<file path="src/sv/zmtp_pkg.sv">
// ----------------------------------------------------------------------------
// ZMTP deframer package
// Types, codes and constants shared by the frame deframer and its flags decoder.
// ----------------------------------------------------------------------------
package zmtp_pkg;

    // Width of the capacity register and of the body byte counter.
    localparam int CAP_W = 17;
    // Largest receive buffer that the block honours.
    localparam logic [CAP_W-1:0] MAX_CAPACITY = 17'd65536;
    // Capacity after reset.
    localparam logic [CAP_W-1:0] CAP_RESET = 17'd4096;

    // Number of length bytes in a short and a long frame header.
    localparam logic [3:0] LEN_BYTES_SHORT = 4'd1;
    localparam logic [3:0] LEN_BYTES_LONG  = 4'd8;

    // Flags byte codes.
    localparam logic [7:0] FLG_SHORT_LAST = 8'h00;
    localparam logic [7:0] FLG_SHORT_MORE = 8'h01;
    localparam logic [7:0] FLG_LONG_LAST  = 8'h02;
    localparam logic [7:0] FLG_LONG_MORE  = 8'h03;
    localparam logic [7:0] FLG_SHORT_CMD  = 8'h04;
    localparam logic [7:0] FLG_LONG_CMD   = 8'h06;

    typedef enum logic [1:0] {
        PH_FLAGS  = 2'd0,
        PH_LENGTH = 2'd1,
        PH_BODY   = 2'd2
    } phase_t;

    typedef enum logic [1:0] {
        PART_FLAGS  = 2'd0,
        PART_LENGTH = 2'd1,
        PART_BODY   = 2'd2
    } part_t;

    typedef enum logic [1:0] {
        ERR_NONE  = 2'd0,
        ERR_FLAGS = 2'd1,
        ERR_SIZE  = 2'd2
    } err_t;

    // Decoded flags byte.
    typedef struct packed {
        logic known;
        logic long_len;
        logic message;
        logic last;
    } flags_t;

endpackage

</file>
<file path="src/sv/zmtp_byte_if.sv">
// ----------------------------------------------------------------------------
// Received byte channel
// Valid/ready channel that carries one byte of the incoming stream.
// ----------------------------------------------------------------------------
interface zmtp_byte_if;
    logic       valid;
    logic       ready;
    logic [7:0] rx_byte;

    modport source (output valid, output rx_byte, input ready);
    modport sink   (input valid, input rx_byte, output ready);
endinterface

</file>
<file path="src/sv/zmtp_tag_if.sv">
// ----------------------------------------------------------------------------
// Tagged byte channel
// Valid/ready channel that carries one byte with its frame tags.
// ----------------------------------------------------------------------------
interface zmtp_tag_if;
    logic       valid;
    logic       ready;
    logic [7:0] data_byte;
    logic [1:0] frame_part;
    logic       msg_frame;
    logic       is_last_part;
    logic       frame_end;
    logic [1:0] error_code;

    modport source (output valid, output data_byte, output frame_part, output msg_frame,
                    output is_last_part, output frame_end, output error_code, input ready);
    modport sink   (input valid, input data_byte, input frame_part, input msg_frame,
                    input is_last_part, input frame_end, input error_code, output ready);
endinterface

</file>
<file path="src/sv/zmtp_flags_decoder.sv">
// ----------------------------------------------------------------------------
// ZMTP flags decoder
// Maps a flags byte onto length size, frame kind and last-part mark.
// ----------------------------------------------------------------------------
module zmtp_flags_decoder
    import zmtp_pkg::*;
(
    input  logic [7:0] flags_byte,
    output flags_t     flags
);

    always_comb
    begin
        unique case (flags_byte)
            FLG_SHORT_LAST: flags = '{known: 1'b1, long_len: 1'b0, message: 1'b1, last: 1'b1};
            FLG_SHORT_MORE: flags = '{known: 1'b1, long_len: 1'b0, message: 1'b1, last: 1'b0};
            FLG_LONG_LAST:  flags = '{known: 1'b1, long_len: 1'b1, message: 1'b1, last: 1'b1};
            FLG_LONG_MORE:  flags = '{known: 1'b1, long_len: 1'b1, message: 1'b1, last: 1'b0};
            FLG_SHORT_CMD:  flags = '{known: 1'b1, long_len: 1'b0, message: 1'b0, last: 1'b0};
            FLG_LONG_CMD:   flags = '{known: 1'b1, long_len: 1'b1, message: 1'b0, last: 1'b0};
            // A command never carries the last mark; anything else is unknown.
            default:        flags = '{known: 1'b0, long_len: 1'b0, message: 1'b0, last: 1'b0};
        endcase
    end

endmodule

</file>
<file path="src/sv/zmtp_frame_deframer.sv">
// ----------------------------------------------------------------------------
// ZMTP frame deframer
// Splits a received byte stream into ZMTP 3 frames and tags every byte.
// ----------------------------------------------------------------------------
// The deframer takes one byte per clock cycle while its output register is
// empty or being drained, and returns one tagged byte per byte taken, in
// order, through that register, in the cycle after the byte is taken; with a
// ready sink the throughput is one byte per cycle. Each frame is a flags
// byte, a one-byte or eight-byte big-endian length and then the body.
// Every byte is tagged with its part of the frame, whether the frame is a
// message or a command, whether it is the last message part, and a frame-end
// mark on the final byte (the last length byte when the body is empty). An
// unknown flags byte or a body length not strictly below the buffer capacity
// raises an error that sticks until reset; from then on bytes are passed
// through with neutral tags and the error code. The capacity register may be
// written only while the block is idle; values above 65536 act as 65536.
// ----------------------------------------------------------------------------
module zmtp_frame_deframer
    import zmtp_pkg::*;
(
    input  logic             clk,
    input  logic             rst_n,
    input  logic             cfg_wr_en,
    input  logic [CAP_W-1:0] cfg_wr_data,
    zmtp_byte_if.sink        rx,
    zmtp_tag_if.source       tx
);

    // Configuration, stored already clamped to the largest capacity.
    logic [CAP_W-1:0] cap_reg;

    // Parser state.
    phase_t           phase_reg, phase_next;
    logic [3:0]       len_left_reg, len_left_next;
    // Only the low 17 bits of the length are kept; the big flag records that
    // some higher bit has been set, which makes the length too large anyway.
    logic [CAP_W-1:0] acc_reg, acc_next;
    logic             big_reg, big_next;
    logic [CAP_W-1:0] body_left_reg, body_left_next;
    logic             msg_reg, msg_next;
    logic             last_reg, last_next;
    err_t             err_reg, err_next;

    // Output register.
    logic             out_valid_reg;
    logic [7:0]       out_byte_reg;
    part_t            out_part_reg, out_part_next;
    logic             out_msg_reg, out_msg_next;
    logic             out_last_reg, out_last_next;
    logic             out_end_reg, out_end_next;

    logic             accept;
    flags_t           flags;

    // Events that the phase logic acts on.
    logic             len_done;
    logic             len_too_big;
    logic             len_zero;
    logic             body_done;
    logic [3:0]       len_left_dec;
    logic [CAP_W-1:0] body_left_dec;

    // A new byte is taken whenever the output register is empty or is being
    // emptied in this same cycle.
    assign rx.ready = !out_valid_reg || tx.ready;
    assign accept   = rx.valid && rx.ready;

    zmtp_flags_decoder u_flags_decoder (
        .flags_byte (rx.rx_byte),
        .flags      (flags)
    );

    // Counter and length evaluation for the byte on the input.
    always_comb
    begin
        len_left_dec  = (len_left_reg != 4'd0) ? (len_left_reg - 4'd1) : 4'd0;
        body_left_dec = (body_left_reg != '0) ? (body_left_reg - CAP_W'(1)) : '0;
        acc_next      = {acc_reg[CAP_W-9:0], rx.rx_byte};
        big_next      = big_reg || (acc_reg[CAP_W-1:CAP_W-8] != 8'd0);
        len_done      = (len_left_dec == 4'd0);
        len_too_big   = big_next || (acc_next >= cap_reg);
        len_zero      = (acc_next == '0);
        body_done     = (body_left_dec == '0);
    end

    // Next phase and sticky error.
    always_comb
    begin
        phase_next = phase_reg;
        err_next   = err_reg;
        if (err_reg == ERR_NONE)
        begin
            unique case (phase_reg)
                PH_LENGTH:
                begin
                    if (len_done)
                    begin
                        if (len_too_big)
                            err_next = ERR_SIZE;
                        else if (len_zero)
                            phase_next = PH_FLAGS;
                        else
                            phase_next = PH_BODY;
                    end
                end
                PH_BODY:
                begin
                    if (body_done)
                        phase_next = PH_FLAGS;
                end
                default:
                begin
                    // The unused phase code behaves as the flags phase.
                    if (flags.known)
                        phase_next = PH_LENGTH;
                    else
                        err_next = ERR_FLAGS;
                end
            endcase
        end
    end

    // Datapath updates and the tags for the byte on the input.
    always_comb
    begin
        len_left_next  = len_left_reg;
        body_left_next = body_left_reg;
        msg_next       = msg_reg;
        last_next      = last_reg;
        out_part_next  = PART_FLAGS;
        out_msg_next   = 1'b0;
        out_last_next  = 1'b0;
        out_end_next   = 1'b0;
        if (err_reg == ERR_NONE)
        begin
            unique case (phase_reg)
                PH_LENGTH:
                begin
                    out_part_next = PART_LENGTH;
                    out_msg_next  = msg_reg;
                    out_last_next = last_reg;
                    len_left_next = len_left_dec;
                    if (len_done && !len_too_big)
                    begin
                        out_end_next   = len_zero;
                        body_left_next = acc_next;
                    end
                end
                PH_BODY:
                begin
                    out_part_next  = PART_BODY;
                    out_msg_next   = msg_reg;
                    out_last_next  = last_reg;
                    body_left_next = body_left_dec;
                    out_end_next   = body_done;
                end
                default:
                begin
                    if (flags.known)
                    begin
                        msg_next      = flags.message;
                        last_next     = flags.last;
                        len_left_next = flags.long_len ? LEN_BYTES_LONG : LEN_BYTES_SHORT;
                        out_msg_next  = flags.message;
                        out_last_next = flags.last;
                    end
                end
            endcase
        end
    end

    // Control state and configuration.
    always_ff @(posedge clk or negedge rst_n)
    begin
        if (!rst_n)
        begin
            cap_reg       <= CAP_RESET;
            phase_reg     <= PH_FLAGS;
            len_left_reg  <= 4'd0;
            acc_reg       <= '0;
            big_reg       <= 1'b0;
            body_left_reg <= '0;
            msg_reg       <= 1'b0;
            last_reg      <= 1'b0;
            err_reg       <= ERR_NONE;
            out_valid_reg <= 1'b0;
        end
        else
        begin
            if (cfg_wr_en)
                cap_reg <= (cfg_wr_data > MAX_CAPACITY) ? MAX_CAPACITY : cfg_wr_data;
            if (accept)
            begin
                phase_reg     <= phase_next;
                len_left_reg  <= len_left_next;
                body_left_reg <= body_left_next;
                msg_reg       <= msg_next;
                last_reg      <= last_next;
                err_reg       <= err_next;
                // A fresh flags byte starts a new length accumulation.
                if (err_reg == ERR_NONE && phase_reg == PH_LENGTH)
                begin
                    acc_reg <= acc_next;
                    big_reg <= big_next;
                end
                else if (err_reg == ERR_NONE && phase_reg != PH_BODY)
                begin
                    acc_reg <= '0;
                    big_reg <= 1'b0;
                end
            end
            if (accept)
                out_valid_reg <= 1'b1;
            else if (tx.ready)
                out_valid_reg <= 1'b0;
        end
    end

    // Output payload; it only changes when a transaction is taken in.
    always_ff @(posedge clk)
    begin
        if (accept)
        begin
            out_byte_reg <= rx.rx_byte;
            out_part_reg <= out_part_next;
            out_msg_reg  <= out_msg_next;
            out_last_reg <= out_last_next;
            out_end_reg  <= out_end_next;
        end
    end

    assign tx.valid        = out_valid_reg;
    assign tx.data_byte    = out_byte_reg;
    assign tx.frame_part   = out_part_reg;
    assign tx.msg_frame    = out_msg_reg;
    assign tx.is_last_part = out_last_reg;
    assign tx.frame_end    = out_end_reg;
    // The error register moves with the transaction that raised it, so the
    // stored code is the one belonging to the byte in the output register.
    assign tx.error_code   = err_reg;

endmodule
</file>
<file path="src/flat_wrapper.sv">
// flat-port wrapper written by rule: the top's interface ports become plain ports
module zmtp_frame_deframer_flat import zmtp_pkg::*;
  (clk, rst_n, cfg_wr_en, cfg_wr_data, rx_valid, rx_rx_byte, rx_ready, tx_valid, tx_data_byte, tx_frame_part, tx_msg_frame, tx_is_last_part, tx_frame_end, tx_error_code, tx_ready);
  zmtp_byte_if rx_i ();
  zmtp_tag_if tx_i ();
  input  logic clk;
  input  logic rst_n;
  input  logic cfg_wr_en;
  input  logic [CAP_W-1:0] cfg_wr_data;
  input wire logic [$bits(rx_i.valid)-1:0] rx_valid;
  input wire logic [$bits(rx_i.rx_byte)-1:0] rx_rx_byte;
  output wire logic [$bits(rx_i.ready)-1:0] rx_ready;
  output wire logic [$bits(tx_i.valid)-1:0] tx_valid;
  output wire logic [$bits(tx_i.data_byte)-1:0] tx_data_byte;
  output wire logic [$bits(tx_i.frame_part)-1:0] tx_frame_part;
  output wire logic [$bits(tx_i.msg_frame)-1:0] tx_msg_frame;
  output wire logic [$bits(tx_i.is_last_part)-1:0] tx_is_last_part;
  output wire logic [$bits(tx_i.frame_end)-1:0] tx_frame_end;
  output wire logic [$bits(tx_i.error_code)-1:0] tx_error_code;
  input wire logic [$bits(tx_i.ready)-1:0] tx_ready;
  assign rx_i.valid = rx_valid;
  assign rx_i.rx_byte = rx_rx_byte;
  assign rx_ready = rx_i.ready;
  assign tx_valid = tx_i.valid;
  assign tx_data_byte = tx_i.data_byte;
  assign tx_frame_part = tx_i.frame_part;
  assign tx_msg_frame = tx_i.msg_frame;
  assign tx_is_last_part = tx_i.is_last_part;
  assign tx_frame_end = tx_i.frame_end;
  assign tx_error_code = tx_i.error_code;
  assign tx_i.ready = tx_ready;
  zmtp_frame_deframer u_core (.clk(clk), .rst_n(rst_n), .cfg_wr_en(cfg_wr_en), .cfg_wr_data(cfg_wr_data), .rx(rx_i), .tx(tx_i));
endmodule
</file>
<file path="config.mk">
export PLATFORM = sky130hd
export DESIGN_NAME = zmtp_frame_deframer_flat
export DESIGN_NICKNAME = d
export VERILOG_FILES = /design/src/sv/zmtp_pkg.sv /design/src/sv/zmtp_byte_if.sv /design/src/sv/zmtp_tag_if.sv /design/src/sv/zmtp_flags_decoder.sv /design/src/sv/zmtp_frame_deframer.sv /design/src/flat_wrapper.sv
export SDC_FILE = /design/constraint.sdc
export NUM_CORES = 1
export LEC_CHECK = 0
export BUFFER_PORTS_ARGS = -buffer_cell sky130_fd_sc_hd__buf_2
export CORE_ASPECT_RATIO = 2
export CORE_MARGIN = 2
export CORE_UTILIZATION = 60
export CTS_BUF_LIST = sky130_fd_sc_hd__clkbuf_4 sky130_fd_sc_hd__clkbuf_8
export CTS_CLUSTER_SIZE = 10
export DETAILED_ROUTE_END_ITERATION = 8
export GPL_TIMING_DRIVEN = 0
export HOLD_SLACK_MARGIN = 0.12
export PLACE_DENSITY = 0.89
export SLEW_MARGIN = 20
export SYNTH_ARGS = -nofsm -noshare
export SYNTH_HDL_FRONTEND = slang
export SYNTH_SLANG_ARGS = --single-unit
</file>
<file path="constraint.sdc">
create_clock -name clk -period 5.7 [get_ports clk]
set_input_delay 0.285 -clock clk [delete_from_list [all_inputs] [get_ports clk]]
set_output_delay 0.285 -clock clk [all_outputs]
set_load 0.02 [all_outputs]
</file>
# Word level (Yosys, flattened, before mapping)
# Index checks and enable logic that the tools add are counted.
word_totals:
  mem_count: 0
  rom_bits: 0
  reg_bits: 76
  out_inout_bits: 17
  ramBits: 0
  latch_bits: 0
classes:
  bitwise_logic: 2
  mul: 0
  n_eq_ne: 14
  n_reduce_logical: 29
  div: 0
  shift: 0
  magnitude_cmp: 2
  mux: 32
  add_sub_neg: 2
ops:
  columns: ["cell", "count"]
  rows:
  - ["$mux W17", 5]
  - ["$logic_not A17 Y1", 2]
  - ["$pmux W17 S2", 1]
  - ["$pmux W4 S6", 1]
  - ["$ge A17 B17 Y1", 1]
  - ["$gt A17 B17 Y1 const B", 1]
  - ["$reduce_bool A17 Y1", 1]
  - ["$sub A17 B1 Y17 const B", 1]
  - ["$eq A8 B2 Y1 const B", 2]
  - ["$eq A8 B3 Y1 const B", 2]
  - ["$mux W2", 8]
  - ["$mux W4", 3]
  - ["$pmux W2 S2", 3]
  - ["$reduce_and A4 Y1", 3]
  - ["$reduce_and A6 Y1", 2]
  - ["$mux W1", 9]
  - ["$eq A8 B1 Y1 const B", 1]
  - ["$logic_not A8 Y1", 1]
  - ["$ne A2 B1 Y1 const B", 4]
  - ["$pmux W4 S2", 1]
  - ["$reduce_bool A2 Y1", 4]
  - ["$reduce_bool A8 Y1", 1]
  - ["$ne A2 B2 Y1 const B", 3]
  - ["$logic_and A1 B1 Y1", 4]
  - ["other kinds (13)", 17]

# Depth between registers and ports, before layout
logic_depth:
  ltp_word: 7
  depth_mapped: 10

# Modules after synthesis
# A second synthesis with hierarchy kept.
hier_totals:
  cells_unflattened: 446
  hier_area_um2: 4180.3
modules_own_cells:
  columns: ["mod", "cells_per_inst", "area_each_um2", "seq_area_each_um2", "instances"]
  rows:
  - ["zmtp_frame_deframer", 439, 4120.2, 1968.1, 1]
  - ["zmtp_flags_decoder", 7, 60.1, 0.0, 1]

# Worst setup path after synthesis
# No wires, ideal clock.
synth_path:
  path_type: "reg2reg"
  start: "register u_core.body_left_reg[0]"
  end: "register u_core.phase_reg[0]"
  arrival_time_ns: 2.492
  path_slack_ns: 3.081
  setup_time_ns: 0.128
  period_less_slack_ns: 2.619
  stages_incl_launch_ff: 10
  path_cell_list: "dfrtp_1 > inv_1 > ha_1 > or4b_4 > nor4_1 > xor2_1 > nor4_1 > a21oi_1 > a211oi_2 > mux2_1"
synth_between:
  elab_chain_cells: 5
  elab_cells_between_ends: 6
synth_rtl:
  columns: ["item", "line_no", "source"]
  rows:
  - ["start, declared", "zmtp_frame_deframer.sv:39", "logic [CAP_W-1:0] body_left_reg, body_left_next;"]
  - ["start signal, assigned", "zmtp_frame_deframer.sv:196", "body_left_reg <= body_left_next;"]
  - ["$sub A17 B1 Y17 or $reduce_bool A17 Y1 (tied branches)", "zmtp_frame_deframer.sv:77", "body_left_dec = (body_left_reg != '0) ? (body_left_reg - CAP_W'(1)) : '0;"]
  - ["$mux W17 *", "zmtp_frame_deframer.sv:77", null]
  - ["$logic_not A17 Y1 *", "zmtp_frame_deframer.sv:83", "body_done = (body_left_dec == '0);"]
  - ["$ne A2 B1 Y1 (no source line) *", null, null]
  - ["$reduce_and A6 Y1 (no source line) *", null, null]
  - ["end signal, assigned", "zmtp_frame_deframer.sv:194", "phase_reg <= phase_next;"]
  - ["end, declared", "zmtp_frame_deframer.sv:33", "phase_t phase_reg, phase_next;"]
# Mark *: on every way between the ends. The rest lies on a longest branch, timed or not.
# A chain may end at the register's enable or synchronous reset.

# Worst setup path in the final report
layout_path:
  start: "register u_core.body_left_reg[0]"
  end: "register u_core.body_left_reg[8]"
layout_between:
  elab_chain_cells: 3
  elab_cells_between_ends: 4
layout_rtl:
  columns: ["item", "line_no", "source"]
  rows:
  - ["$sub A17 B1 Y17 or $reduce_bool A17 Y1 (tied branches)", "zmtp_frame_deframer.sv:77", null]
  - ["$mux W17 *", "zmtp_frame_deframer.sv:77", null]
  - ["$pmux W17 S2 *", "zmtp_frame_deframer.sv:136", "unique case (phase_reg)"]
# Marks and branches as above.

==> flow_metrics.py <==
metrics = {
    "status": {
        "outcome": "complete, no violations",
    },
    "logic_synthesis": {
        "async_flop_share_pct": 82.9,
        "syn_area_um2": 4260,
        "synth_edf_count": 13,
        "syn-instance-count": 456,
        "syn_avg_cell_area_um2": 9.33,
        "ys_top_cells_by_area": "dfrtp_1 36%, edfxtp_1 9.2%, nand2_1 6.4%, o21ai_0 6.2%, ha_1 6.2%",
        "yosysSeqAreaShare_pct": 46.2,
        "ys.flop_type": "dfrtp_1",
        "synth_top_cell_area_share_pct": 36.4,
        "synth_area_leader_cell": "dfrtp_1",
        "ys_types": 68,
        "synth_fp_nets": 507,
        "yosys_warnings": 0,
        "ys_ff_latch": 76,
    },
    "die": {
        "core_um2": 6890,
        "die_w_um": 63.6,
        "die_area_um2": 7820,
        "die_h_um": 123,
        "io-pin-count": 47,
        "start_util_pct": 61.8,
        "rows": 43,
    },
    "timing": {
        "worst_hold_slack_ps": 144,
        "rsz0062_at_grt": "false",
        "max_freq_mhz": 313,
        "drv_slew": 0,
        "slew_headroom_pct": 37.2,
        "setup_ws_ps": 2500,
        "worstMarginPinSlew_ps": 933,
        "final-setup-viol-count": 0,
        "setup_tns_ps": 0,
        "fin_crit_ps": 3200,
        "finalCritPeriodShare_pct": 56.1,
        "finalHoldViolations": 0,
        "fin_worst_skew_ps": 8.98,
    },
    "worst_setup_path": {
        "crit_path_top_delay_cell": "nor4_1",
        "r2r_slack_ps": 2500,
        "start_kind": "register",
        "path_buf_inv": 1,
        "cp_cell_sequence": "inv_1 -> ha_1 -> or4b_4 -> nor4_1 -> nor2_1 -> o21ai_0 -> a31oi_1 -> a221o_1",
        "crit_family": "simple AND/OR/NAND/NOR gates",
        "critPathMaxFanout": 10,
        "crit_start": "u_core.body_left_reg[0]",
        "r2r-start": "u_core.body_left_reg[0]",
        "worstPathArrival_ps": 3450,
        "critPathRequiredTime_ps": 5950,
        "max_stage_delay_ps": 730,
        "cp-end-kind": "register",
        "crit_type": "reg2reg",
    },
    "global_route": {
        "grt_start_max_net_pins": 64,
        "track_usage_pct": 32.3,
        "grt_pass1_vias": 3896,
        "grt_overflow_total": 0,
        "antenna_found_initial": 0,
        "grt_pass1_wl_mm": 19.0,
    },
    "layout": {
        "layout_commonest_cell": "nand2_1",
        "layout.cells.most_common_list": "73 x nand2_1, 62 x dfrtp_1, 53 x o21ai_0",
        "instances_no_fill": 609,
        "n_antenna_cell": 0,
        "drive_gt1_share_pct": 16.8,
        "final_net_count": 565,
        "nFillCells": 582,
        "finalInstanceArea_um2": 4790,
        "area_growth_pct": 12.5,
    },
    "clock_network": {
        "path_clk_slew_ps": 80,
        "cts_root_buffer": "clkbuf_8",
        "cts_buffers": 9,
        "clock_latency_ps": 370,
        "cts.sinks": 76,
        "cts_tree": "built",
        "cts_buffer_depth": 2,
        "h-tree-depth": 3,
    },
    "power_and_ir_drop": {
        "p_leak_nw": 2.07,
        "max-vdd-ir-drop_mv": 0.237,
        "powerDensity_nw_per_um2": 341,
    },
    "placement": {
        "placed_cells": 592,
        "place_ws_ps": 2600,
        "gp_congestion": 0.977,
        "hpwl_mm": 8.51,
        "dpl_cell_area_um2": 4600,
        "portBuffers": 46,
    },
    "hold_path": {
        "hp-start": "cfg_wr_data[4]",
        "holdCritPathClass": "in2reg",
    },
    "detailed_routing": {
        "drt_wl_total_mm": 11.6,
        "drt-initial-drc-count": 311,
        "wl_per_cell_um": 19.0,
        "ant_nets": 0,
        "firstDrtPassIters": 5,
        "drc_errors": 0,
        "route.vias.total": 3857,
        "viasPerCell": 6.33,
    },
    "job": {
        "maxCapViolations": 0,
    },
}
power by group:
group          internal, mW  switching, mW  leakage [nW]
registers             0.620         0.0696         0.949
logic                 0.205          0.358          1.03
clock network         0.161          0.218        0.0913
total                 0.986          0.646          2.07
layout make-up:
type | instances | area [um2] | area share [%]
multi-input cells | 332 | 2080 | 43.5
clock buffers | 9 | 124 | 2.59
inverters | 28 | 105 | 2.20
plain buffers | 20 | 103 | 2.14
clock inverters | 7 | 51.3 | 1.07
well taps | 90 | 113 | 2.35
repair buffers | 47 | 243 | 5.07
flip-flops and latches | 76 | 1970 | 41.1
Yosys cell counts, types with 3 or more instances:
master / number
nor3_1: 15
o2bb2ai_1: 6
dfrtp_1: 62
a31oi_1: 5
and2_1: 3
a22oi_1: 3
nand2_1: 73
inv_1: 26
ha_1: 21
o21ai_0: 53
nand4_1: 9
o31ai_1: 7
nor4_1: 16
a22o_1: 7
o21ai_1: 3
a221o_1: 4
nor2_1: 18
xnor2_1: 3
clkbuf_1: 14
edfxtp_1: 13
a21o_1: 3
a21oi_1: 11
nand3_1: 16
mux2i_1: 3
nand2b_1: 6
worst register-to-register path: stages (launching register included):
cell,delay [ps]
dfrtp_1,450
inv_1,120
ha_1,260
or4b_4,540
nor4_1,730
nor2_1,400
o21ai_0,170
a31oi_1,120
a221o_1,300
final timing paths:
path                                                end  cells past startpoint
worst max register to register  u_core.body_left_reg[8]                      8
worst min-delay path                  u_core.cap_reg[4]                      3
worst min register to register       u_core.acc_reg[12]                      2
worst max-delay path            u_core.body_left_reg[8]                      8
min in group asynchronous               u_core.tx.valid                      2
max in group asynchronous             u_core.cap_reg[2]                      2
metrics by stage:
stage / util [%] / power (mW)
floorplan: - / 1.08
global placement: 66.8 / 1.23
global route: 69.5 / 1.72
CTS: 69.5 / 1.62
detailed placement: 66.8 / 1.24
finish: 69.5 / 1.63
per-layer routing:
| metal | vias up | part of all wire, % | global-route usage, % |
|---|---|---|---|
| met4 | 0 | 7.5 | 27.2 |
| li1 | 1790 | - | - |
| met2 | 175 | 52 | 54.5 |
| met1 | 1827 | 35 | 34.4 |
| met3 | 65 | 5.6 | 6.19 |
| met5 | - | 0 | 0 |
logic make-up (layout without fill, tap and decap cells):
logic type	count (synthesis)	in the layout	share of synthesized area (%)
xor+xnor	4	4	0.823
compound gates	121	121	18.3
buf+inv	48	111	4.88
mux	7	7	1.85
fa+ha+maj	21	21	6.17
simple gates	179	179	21.7
flops	76	76	46.2
repair_timing:
item                      CTS  global route
gates resized for setup     0             0
hold buffers                1             0
buffers inserted            0             0
hold endpoints to repair   62             0
Power figures use the tool's default switching activity.
